File: src/hw/rtl/uttp_pkg.sv
// Shared types and constants for the unlockable table transfer block.
// Holds the command codes, the password, the queue op codes and the state types.
// Depends on nothing; the queue, front, back and top files import it.
package uttp_pkg;

	localparam int TABLE_BYTES_DEF = 32;
	localparam int IDX_W           = 6;
	localparam int PASS_LEN        = 5;

	localparam logic [7:0] CMD_READ  = 8'h72;
	localparam logic [7:0] CMD_COUNT = 8'h71;
	localparam logic [7:0] CMD_WRITE = 8'h77;
	localparam logic [7:0] ACK_A     = 8'hAA;
	localparam logic [7:0] ACK_B     = 8'h55;

	typedef enum logic [1:0] {
		PH_LOCKED,
		PH_CMD,
		PH_RECEIVE
	} phase_t;

	typedef enum logic [1:0] {
		OP_DUMP,
		OP_COUNT,
		OP_ACK
	} op_t;

	typedef enum logic [2:0] {
		B_IDLE,
		B_CNT_LO,
		B_CNT_HI,
		B_RD,
		B_DATA,
		B_SUM_LO,
		B_SUM_HI,
		B_COUNT
	} bstate_t;

	typedef struct packed {
		logic             en;
		logic [IDX_W-1:0] idx;
		logic [7:0]       data;
	} tbl_wr_t;

	function automatic logic [7:0] pass_byte(input logic [2:0] pos);
		logic [7:0] b;
		unique case (pos)
			3'd0:    b = 8'd2;
			3'd1:    b = 8'd6;
			3'd2:    b = 8'd2;
			3'd3:    b = 8'd1;
			3'd4:    b = 8'd9;
			default: b = 8'd0;
		endcase
		return b;
	endfunction

endpackage

File: src/hw/rtl/uttp_rx_if.sv
// Receive channel: one serial byte per request, valid/ready handshake.
// Depends on nothing.
interface uttp_rx_if;
	logic       valid;
	logic       ready;
	logic [7:0] rx_byte;

	modport source (output valid, output rx_byte, input ready);
	modport sink (input valid, input rx_byte, output ready);
endinterface

File: src/hw/rtl/uttp_tx_if.sv
// Transmit channel: one response byte per request with run and store marks.
// Depends on nothing.
interface uttp_tx_if;
	logic       valid;
	logic       ready;
	logic [7:0] tx_byte;
	logic       last;
	logic       store_request;

	modport source (output valid, output tx_byte, output last, output store_request,
		input ready);
	modport sink (input valid, input tx_byte, input last, input store_request,
		output ready);
endinterface

File: src/hw/rtl/uttp_queue.sv
// Two-entry op queue between the front and the back part.
// Depends on uttp_pkg for the op type.
module uttp_queue
	import uttp_pkg::*;
(
	input  logic clk,
	input  logic arst_n,
	input  logic push,
	input  op_t  push_op,
	input  logic pop,
	output op_t  head_op,
	output logic empty,
	output logic full
);

	op_t        ent_q [2];
	logic       wptr_q;
	logic       rptr_q;
	logic [1:0] cnt_q;

	assign empty   = (cnt_q == 2'd0);
	assign full    = (cnt_q == 2'd2);
	assign head_op = ent_q[rptr_q];

	always_ff @(posedge clk) begin
		if (push) begin
			ent_q[wptr_q] <= push_op;
		end
	end

	always_ff @(posedge clk or negedge arst_n) begin
		if (!arst_n) begin
			wptr_q <= 1'b0;
			rptr_q <= 1'b0;
			cnt_q  <= 2'd0;
		end else begin
			if (push) begin
				wptr_q <= ~wptr_q;
			end
			if (pop) begin
				rptr_q <= ~rptr_q;
			end
			cnt_q <= cnt_q + {1'b0, push} - {1'b0, pop};
		end
	end

endmodule

File: src/hw/rtl/uttp_front.sv
// Front part: accepts received bytes, tracks the password, command and receive
// phases, writes staging bytes and checks the checksum. Depends on uttp_pkg.
module uttp_front
	import uttp_pkg::*;
#(
	parameter int TABLE_BYTES = TABLE_BYTES_DEF
) (
	input  logic    clk,
	input  logic    arst_n,
	uttp_rx_if.sink rx,
	input  logic    q_full,
	input  logic    back_idle,
	output logic    push,
	output op_t     push_op,
	output tbl_wr_t wr
);

	localparam logic [5:0] CNT = 6'(TABLE_BYTES);

	phase_t      phase_q, phase_d;
	logic [5:0]  prog_q, prog_d;
	logic [15:0] dsum_q, dsum_d;
	logic [7:0]  rsum_lo_q, rsum_lo_d;
	logic        stall;
	logic        acc;

	// Staging writes wait until the back part has settled its bank choice.
	assign stall    = (phase_q == PH_RECEIVE) && (prog_q < CNT) && !back_idle;
	assign rx.ready = !q_full && !stall;
	assign acc      = rx.valid && rx.ready;

	always_comb begin
		phase_d   = phase_q;
		prog_d    = prog_q;
		dsum_d    = dsum_q;
		rsum_lo_d = rsum_lo_q;
		push      = 1'b0;
		push_op   = OP_COUNT;
		wr.en     = 1'b0;
		wr.idx    = prog_q;
		wr.data   = rx.rx_byte;
		if (acc) begin
			unique case (phase_q)
				PH_CMD: begin
					if (rx.rx_byte == CMD_READ) begin
						push    = 1'b1;
						push_op = OP_DUMP;
						phase_d = PH_LOCKED;
						prog_d  = 6'd0;
					end else if (rx.rx_byte == CMD_WRITE) begin
						phase_d = PH_RECEIVE;
						prog_d  = 6'd0;
						dsum_d  = 16'd0;
					end else if (rx.rx_byte == CMD_COUNT) begin
						push    = 1'b1;
						push_op = OP_COUNT;
						phase_d = PH_LOCKED;
						prog_d  = 6'd0;
					end
				end
				PH_RECEIVE: begin
					prog_d = prog_q + 6'd1;
					if (prog_q < CNT) begin
						wr.en  = 1'b1;
						dsum_d = dsum_q + {8'd0, rx.rx_byte};
					end else if (prog_q == CNT) begin
						rsum_lo_d = rx.rx_byte;
					end else begin
						if ({rx.rx_byte, rsum_lo_q} == dsum_q) begin
							push    = 1'b1;
							push_op = OP_ACK;
						end
						phase_d = PH_LOCKED;
						prog_d  = 6'd0;
					end
				end
				default: begin
					phase_d = PH_LOCKED;
					if (prog_q < 6'(PASS_LEN) && rx.rx_byte == pass_byte(prog_q[2:0])) begin
						prog_d = prog_q + 6'd1;
					end else begin
						prog_d = 6'd0;
					end
					if (prog_d == 6'(PASS_LEN)) begin
						phase_d = PH_CMD;
						prog_d  = 6'd0;
					end
				end
			endcase
		end
	end

	always_ff @(posedge clk or negedge arst_n) begin
		if (!arst_n) begin
			phase_q <= PH_LOCKED;
			prog_q  <= 6'd0;
		end else begin
			phase_q <= phase_d;
			prog_q  <= prog_d;
		end
	end

	always_ff @(posedge clk) begin
		dsum_q    <= dsum_d;
		rsum_lo_q <= rsum_lo_d;
	end

endmodule

File: src/hw/rtl/uttp_back.sv
// Back part: holds the two-bank table memory, runs dump, count and acknowledge
// responses and drives the transmit register. Depends on uttp_pkg.
module uttp_back
	import uttp_pkg::*;
#(
	parameter int TABLE_BYTES = TABLE_BYTES_DEF
) (
	input  logic        clk,
	input  logic        arst_n,
	input  tbl_wr_t     wr,
	input  op_t         head_op,
	input  logic        q_empty,
	output logic        pop,
	output logic        idle,
	uttp_tx_if.source   tx
);

	localparam int         IW     = $clog2(TABLE_BYTES);
	localparam int         DEPTH  = 2 ** (IW + 1);
	localparam logic [7:0] CNT_LO = 8'(TABLE_BYTES);
	localparam logic [7:0] CNT_HI = 8'(TABLE_BYTES >> 8);
	localparam logic [7:0] CNT_8  = 8'(TABLE_BYTES / 8);
	localparam logic [IW-1:0] IDX_END = IW'(TABLE_BYTES - 1);
	localparam logic [IW-1:0] ACK_END = IW'(3);

	logic [7:0]    mem [DEPTH];
	logic [DEPTH-1:0] vld_q;
	logic [7:0]    rd_q;
	logic          rv_q;

	bstate_t       st_q, st_d;
	logic [IW-1:0] idx_q, idx_d;
	logic [15:0]   sum_q, sum_d;
	logic          bank_q, bank_d;
	logic          ack_q, ack_d;

	logic          rd_en;
	logic [IW:0]   rd_addr;
	logic [IW:0]   wr_addr;
	logic          can;
	logic          ld;
	logic [7:0]    ld_byte;
	logic          ld_last;
	logic          ld_store;
	logic [7:0]    rdata;

	logic [7:0]    tx_q;
	logic          last_q;
	logic          store_q;
	logic          ov_q;

	assign wr_addr = {~bank_q, wr.idx[IW-1:0]};
	assign rd_addr = {bank_q, idx_q};
	assign rdata   = rv_q ? rd_q : 8'd0;
	assign can     = !ov_q || tx.ready;
	assign idle    = (st_q == B_IDLE) && !ack_q;

	always_ff @(posedge clk) begin
		if (wr.en) begin
			mem[wr_addr] <= wr.data;
		end
		if (rd_en) begin
			rd_q <= mem[rd_addr];
			rv_q <= vld_q[rd_addr];
		end
	end

	// Entries never written read as zero, which covers the cleared committed table.
	always_ff @(posedge clk or negedge arst_n) begin
		if (!arst_n) begin
			vld_q <= '0;
		end else if (wr.en) begin
			vld_q[wr_addr] <= 1'b1;
		end
	end

	always_comb begin
		st_d     = st_q;
		idx_d    = idx_q;
		sum_d    = sum_q;
		bank_d   = bank_q;
		ack_d    = ack_q;
		pop      = 1'b0;
		rd_en    = 1'b0;
		ld       = 1'b0;
		ld_byte  = 8'd0;
		ld_last  = 1'b0;
		ld_store = 1'b0;
		if (ack_q) begin
			if (can) begin
				ld      = 1'b1;
				ld_byte = idx_q[0] ? ACK_B : ACK_A;
				idx_d   = idx_q + IW'(1);
				if (idx_q == ACK_END) begin
					ld_last  = 1'b1;
					ld_store = 1'b1;
					ack_d    = 1'b0;
				end
			end
		end else begin
			unique case (st_q)
				B_IDLE: begin
					if (!q_empty) begin
						pop   = 1'b1;
						idx_d = '0;
						sum_d = 16'd0;
						unique case (head_op)
							OP_DUMP:  st_d = B_CNT_LO;
							OP_ACK: begin
								ack_d  = 1'b1;
								bank_d = ~bank_q;
							end
							default:  st_d = B_COUNT;
						endcase
					end
				end
				B_CNT_LO: begin
					if (can) begin
						ld      = 1'b1;
						ld_byte = CNT_LO;
						sum_d   = sum_q + {8'd0, CNT_LO};
						st_d    = B_CNT_HI;
					end
				end
				B_CNT_HI: begin
					if (can) begin
						ld      = 1'b1;
						ld_byte = CNT_HI;
						sum_d   = sum_q + {8'd0, CNT_HI};
						st_d    = B_RD;
					end
				end
				B_RD: begin
					rd_en = 1'b1;
					st_d  = B_DATA;
				end
				B_DATA: begin
					if (can) begin
						ld      = 1'b1;
						ld_byte = rdata;
						sum_d   = sum_q + {8'd0, rdata};
						if (idx_q == IDX_END) begin
							st_d = B_SUM_LO;
						end else begin
							idx_d = idx_q + IW'(1);
							st_d  = B_RD;
						end
					end
				end
				B_SUM_LO: begin
					if (can) begin
						ld      = 1'b1;
						ld_byte = sum_q[7:0];
						st_d    = B_SUM_HI;
					end
				end
				B_SUM_HI: begin
					if (can) begin
						ld      = 1'b1;
						ld_byte = sum_q[15:8];
						ld_last = 1'b1;
						st_d    = B_IDLE;
					end
				end
				B_COUNT: begin
					if (can) begin
						ld      = 1'b1;
						ld_byte = CNT_8;
						ld_last = 1'b1;
						st_d    = B_IDLE;
					end
				end
				default: st_d = B_IDLE;
			endcase
		end
	end

	always_ff @(posedge clk or negedge arst_n) begin
		if (!arst_n) begin
			st_q   <= B_IDLE;
			bank_q <= 1'b0;
			ack_q  <= 1'b0;
			ov_q   <= 1'b0;
		end else begin
			st_q   <= st_d;
			bank_q <= bank_d;
			ack_q  <= ack_d;
			if (ld) begin
				ov_q <= 1'b1;
			end else if (tx.ready) begin
				ov_q <= 1'b0;
			end
		end
	end

	always_ff @(posedge clk) begin
		idx_q <= idx_d;
		sum_q <= sum_d;
		if (ld) begin
			tx_q    <= ld_byte;
			last_q  <= ld_last;
			store_q <= ld_store;
		end
	end

	assign tx.valid         = ov_q;
	assign tx.tx_byte       = tx_q;
	assign tx.last          = last_q;
	assign tx.store_request = store_q;

endmodule

File: src/hw/rtl/unlocked_table_transfer_protocol.sv
// Top level of the unlockable table transfer block: front, op queue and back.
// Depends on uttp_pkg, uttp_rx_if, uttp_tx_if, uttp_queue, uttp_front, uttp_back.
//
// The block takes one received byte per request and answers with runs of
// transmit bytes. For a table dump the back part reads the table memory one
// byte at a time, with a read state before each data byte. A two-entry op
// queue lets the front keep taking bytes while the back part answers; staging
// data bytes wait only while an earlier response is still being run. The
// committed and staging tables are two banks of one memory, and a commit
// swaps them, so no copy pass is needed.
// After reset the committed table reads as zero at once; there is no clearing pass.
module unlocked_table_transfer_protocol
	import uttp_pkg::*;
#(
	parameter int TABLE_BYTES = TABLE_BYTES_DEF
) (
	input  logic      clk,
	input  logic      arst_n,
	uttp_rx_if.sink   rx,
	uttp_tx_if.source tx
);

	logic    q_push;
	op_t     q_push_op;
	logic    q_pop;
	op_t     q_head;
	logic    q_empty;
	logic    q_full;
	logic    back_idle;
	logic    front_idle;
	tbl_wr_t wr;

	assign front_idle = back_idle && q_empty;

	uttp_front #(
		.TABLE_BYTES(TABLE_BYTES)
	) u_front (
		.clk       (clk),
		.arst_n    (arst_n),
		.rx        (rx),
		.q_full    (q_full),
		.back_idle (front_idle),
		.push      (q_push),
		.push_op   (q_push_op),
		.wr        (wr)
	);

	uttp_queue u_queue (
		.clk     (clk),
		.arst_n  (arst_n),
		.push    (q_push),
		.push_op (q_push_op),
		.pop     (q_pop),
		.head_op (q_head),
		.empty   (q_empty),
		.full    (q_full)
	);

	uttp_back #(
		.TABLE_BYTES(TABLE_BYTES)
	) u_back (
		.clk     (clk),
		.arst_n  (arst_n),
		.wr      (wr),
		.head_op (q_head),
		.q_empty (q_empty),
		.pop     (q_pop),
		.idle    (back_idle),
		.tx      (tx)
	);

endmodule
File: src/flat_wrapper.sv
// flat-port wrapper written by rule: the top's interface ports become plain ports
module unlocked_table_transfer_protocol_flat import uttp_pkg::*;
#(
	parameter int TABLE_BYTES = TABLE_BYTES_DEF
)
  (clk, arst_n, rx_valid, rx_rx_byte, rx_ready, tx_valid, tx_tx_byte, tx_last, tx_store_request, tx_ready);
  uttp_rx_if rx_i ();
  uttp_tx_if tx_i ();
  input  logic clk;
  input  logic arst_n;
  input wire logic [$bits(rx_i.valid)-1:0] rx_valid;
  input wire logic [$bits(rx_i.rx_byte)-1:0] rx_rx_byte;
  output wire logic [$bits(rx_i.ready)-1:0] rx_ready;
  output wire logic [$bits(tx_i.valid)-1:0] tx_valid;
  output wire logic [$bits(tx_i.tx_byte)-1:0] tx_tx_byte;
  output wire logic [$bits(tx_i.last)-1:0] tx_last;
  output wire logic [$bits(tx_i.store_request)-1:0] tx_store_request;
  input wire logic [$bits(tx_i.ready)-1:0] tx_ready;
  assign rx_i.valid = rx_valid;
  assign rx_i.rx_byte = rx_rx_byte;
  assign rx_ready = rx_i.ready;
  assign tx_valid = tx_i.valid;
  assign tx_tx_byte = tx_i.tx_byte;
  assign tx_last = tx_i.last;
  assign tx_store_request = tx_i.store_request;
  assign tx_i.ready = tx_ready;
  unlocked_table_transfer_protocol #(.TABLE_BYTES(TABLE_BYTES)) u_core (.clk(clk), .arst_n(arst_n), .rx(rx_i), .tx(tx_i));
endmodule
File: config.mk
export PLATFORM = sky130hd
export DESIGN_NAME = unlocked_table_transfer_protocol_flat
export DESIGN_NICKNAME = d
export VERILOG_FILES = /design/src/hw/rtl/uttp_pkg.sv /design/src/hw/rtl/uttp_rx_if.sv /design/src/hw/rtl/uttp_tx_if.sv /design/src/hw/rtl/uttp_queue.sv /design/src/hw/rtl/uttp_front.sv /design/src/hw/rtl/uttp_back.sv /design/src/hw/rtl/unlocked_table_transfer_protocol.sv /design/src/flat_wrapper.sv
export SDC_FILE = /design/constraint.sdc
export NUM_CORES = 1
export LEC_CHECK = 0
export ABC_AREA = 1
export BUFFER_PORTS_ARGS = -buffer_cell sky130_fd_sc_hd__buf_4
export CAP_MARGIN = 20
export CORE_AREA = 3 3 234 236
export CTS_BUF_LIST = sky130_fd_sc_hd__clkbuf_8
export DETAILED_ROUTE_END_ITERATION = 8
export DIE_AREA = 0 0 237 239
export GPL_TIMING_DRIVEN = 0
export PLACE_DENSITY = 0.77
export SETUP_SLACK_MARGIN = 0.5
export SYNTH_ARGS = -nofsm -noshare
export SYNTH_HDL_FRONTEND = slang
export SYNTH_SLANG_ARGS = --single-unit
File: constraint.sdc
create_clock -name clk -period 5 [get_ports clk]
set_input_delay 0.25 -clock clk [delete_from_list [all_inputs] [get_ports clk]]
set_output_delay 0.25 -clock clk [all_outputs]
set_load 0.05 [all_outputs]
==> results by group <==
Yosys
  – Cell Area, Synth: 28840 sq um
  – Synth Area in Compound Gates: 11.26%
  – Post-synthesis sequential area ratio: 67.50%
  – Yosys reg bits: 662
  – Synth Area per Inst: 11.01 sq um
  – Number of synthesized flops with an enable pin: 580
  – Xor/xnor cell area share of the yosys netlist: 0.3036%
  – Mux cell area share after synthesis: 0%
  – Distinct cells, synth: 50
  – Synth async-reset ratio: 12.39%
  – Ys flop type: edfxtp_1
  – Synth Instances: 2620
  – Main combinational cell family by area after synthesis: simple AND/OR/NAND/NOR gates
  – Synth warn: 0
  – Adder-Cell Fraction of Synth Area: 1.267%
  – Mapped Nets: 2660
  – Simple-gate portion of the synthesized area: 15.49%

Timing
  – # setup viols final: 0
  – Slew headroom: 18.36%
  – Slew at the pin with the worst max-slew slack: 1220 ps
  – Crit path time final: 3441 ps
  – Final Hold Fails: 0
  – Setup tns final: 0 ps
  – RSZ-0062 raised after global routing: no
  – Slew Viols, Final: 0
  – Final critical-path share of the clock period: 68.81%
  – Max Clk Rate: 290.6 MHz
  – Post-route clock skew: 44.34 ps

Cells and area
  – Finished Cell Area: 32170 sq um
  – Post-Layout Cell Count: 3548
  – Commonest non-fill, non-tap cells in the layout: 580 x edfxtp_1, 423 x nor2_1, 375 x nand2_1, 331 x o21ai_0, 173 x inv_1
  – P&R area growth vs syn: 11.53%
  – Most common cell after layout, fill and taps aside: edfxtp_1
  – Share of cells above drive strength 1: 10.67%
  – Fin nets: 2807

Floorplan
  – Core Area: 52660 sq um
  – Num ports: 24
  – Die area: 56640 sq um
  – Num rows: 84
  – Die width: 237 um
  – Initial Utilization: 54.78%
  – Die H: 239 um

Job
  – Max-cap viol count: 0

Clock network
  – Clock Tree Buf Depth: 3
  – H-tree lvl count: 3
  – Num CTS Buffers: 107
  – Post-CTS Setup Bufs: 0
  – Clock sinks: 662
  – Hold Buf Count CTS: 3
  – Clock transition at path regs: 60 ps
  – CTS tree: yes
  – Worst-Skew Late Latency: 740 ps
  – CTS resizes: 0
  – Root Driver: clkbuf_8

Placement
  – Area post-placement: 29950 sq um
  – # port buffers: 23
  – DP Cell Count: 3337
  – Post-DP HPWL: 64520 um
  – Routability-driven placement congestion ratio: 1.002

Detailed routing
  – Initial DRC count: 3885
  – Avg WL per Cell: 28.20 um
  – Vias: 22615
  – Via-to-Cell Ratio: 6.374
  – DR DRC count: 0
  – Pre-antenna DRT Iters: 6
  – Final WL: 100100 um
  – Antenna viol nets, final: 0

Power
  – Pwr dens: 572.7 nW/um^2
  – Static Leak: 12.00 nW
  – Maximum vdd drop: 359.0 uV

Critical path
  – Setup CP Type: register to register
  – Worst Path Required: 5430 ps
  – Crit Path Max Fanout: 10
  – CP endpoint kind: register
  – Flop2flop setup slack: 1560 ps
  – Critical path data arrival time: 3870 ps
  – Setup crit start kind: register

Global routing
  – Largest net degree at the start of global routing: 83
  – GRT overflow: 0
  – Vias in the first global route: 21563
  – First-pass GRT wire length: 142800 um
  – GR Util All Layers: 34.89%
  – Antenna violations before repair: 8

Outcome
  – Status: completed

Hold path
  – Worst min path class: primary input to register
==> registers in the layout, indices dropped and copies added (netlist names), 3 cells and up <==
signal and flops:
u_core.u_front.prog_q 6, u_core.u_queue.ent_q 4, u_core.u_back.rd_q 8, u_core.u_back.mem 512, u_core.u_front.dsum_q 16, u_core.u_front.rsum_lo_q 8, u_core.u_back.tx.tx_byte 8, u_core.u_back.st_q 3
u_core.u_back.vld_q 64, u_core.u_back.idx_q 5, u_core.u_back.sum_q 16
==> final cells by class <==
cell class | count | area, sq um
timing repair buffer | 38 | 331.6
antenna | 2 | 5.005
sequential | 662 | 19470
inverter | 153 | 576.8
multi-input combinational | 1667 | 8185
clock inverter | 80 | 457.9
clock buffer | 120 | 1652
fill | 4190 | 20490
buffer | 138 | 630.6
tap | 688 | 860.8
==> cell usage after synthesis (9+ instances only) <==
master / instances / area (sq um)
inv_1: 145 / 544.3
dfrtp_1: 82 / 2052
a21oi_1: 89 / 445.4
o21ai_0: 331 / 1657
o221ai_1: 20 / 175.2
o22ai_1: 43 / 269.0
xor2_1: 9 / 78.83
nand2_1: 375 / 1408
o211ai_1: 56 / 420.4
nand3_1: 144 / 720.7
edfxtp_1: 580 / 17420
nor3_1: 16 / 80.08
clkbuf_1: 64 / 240.2
nand3b_1: 9 / 67.56
nor2_1: 423 / 1588
ha_1: 26 / 325.3
buf_2: 59 / 295.3
o21ai_1: 12 / 60.06
or2_1: 18 / 112.6
nand4_1: 12 / 75.07
nor2_2: 13 / 81.33
or2_2: 16 / 100.1
==> logic make-up after synthesis <==
group                    after synthesis
buffers and inverters                291
AO/OA/AOI/OAI                        581
flip-flops                           662
adder cells (fa/ha/maj)               28
XOR/XNOR                              10
AND/OR/NAND/NOR                     1048
==> stage by stage <==
| step | utilization (%) | power, mW | hold slack, ps | setup slack, ps |
|---|---|---|---|---|
| floorplan | - | 10.17 | -45.59 | 1888 |
| global placement | 56.74 | 13.25 | 438.6 | 1429 |
| detailed placement | 56.88 | 13.39 | 445.6 | 1794 |
| CTS | 60.94 | 17.96 | 153.8 | 1813 |
| global route | 61.09 | 18.79 | 163.6 | 1536 |
| finish | 61.09 | 18.42 | 163.9 | 1559 |
==> power by group <==
group	switching (mW)	internal [mW]
combinational	5.73	1.63
sequential	0.138	6.26
clock	2.25	2.41
==> critical path: stages (launching register included) <==
cell	delay [ps]
edfxtp_1	450
clkbuf_1	750
clkbuf_1	730
o211ai_1	420
nand3_1	370
nand4_1	130
nand3_1	160
nand2_1	150
==> metal layers <==
layer | GRT usage (%) | share of wire (%) | vias up
li1 | - | - | 9575
met5 | 0 | 0.033 | -
met1 | 44.80 | 35 | 10741
met2 | 52.79 | 44 | 1881
met4 | 20.40 | 6.7 | 4
met3 | 10.72 | 14 | 414
==> final timing paths <==
path,start,depth (start not counted),to
max,u_core.u_back.idx_q[2],7,u_core.u_back.rd_q[6]
max reg2reg,u_core.u_back.idx_q[2],7,u_core.u_back.rd_q[6]
max in group asynchronous,arst_n,4,u_core.u_back.vld_q[63]
min in group asynchronous,arst_n,3,u_core.u_front.prog_q[4]
min,rx_rx_byte[2],1,u_core.u_back.mem[32][2]
min reg2reg,u_core.u_back.vld_q[21],2,u_core.u_back.vld_q[21]
Power figures use the tool's default switching activity.
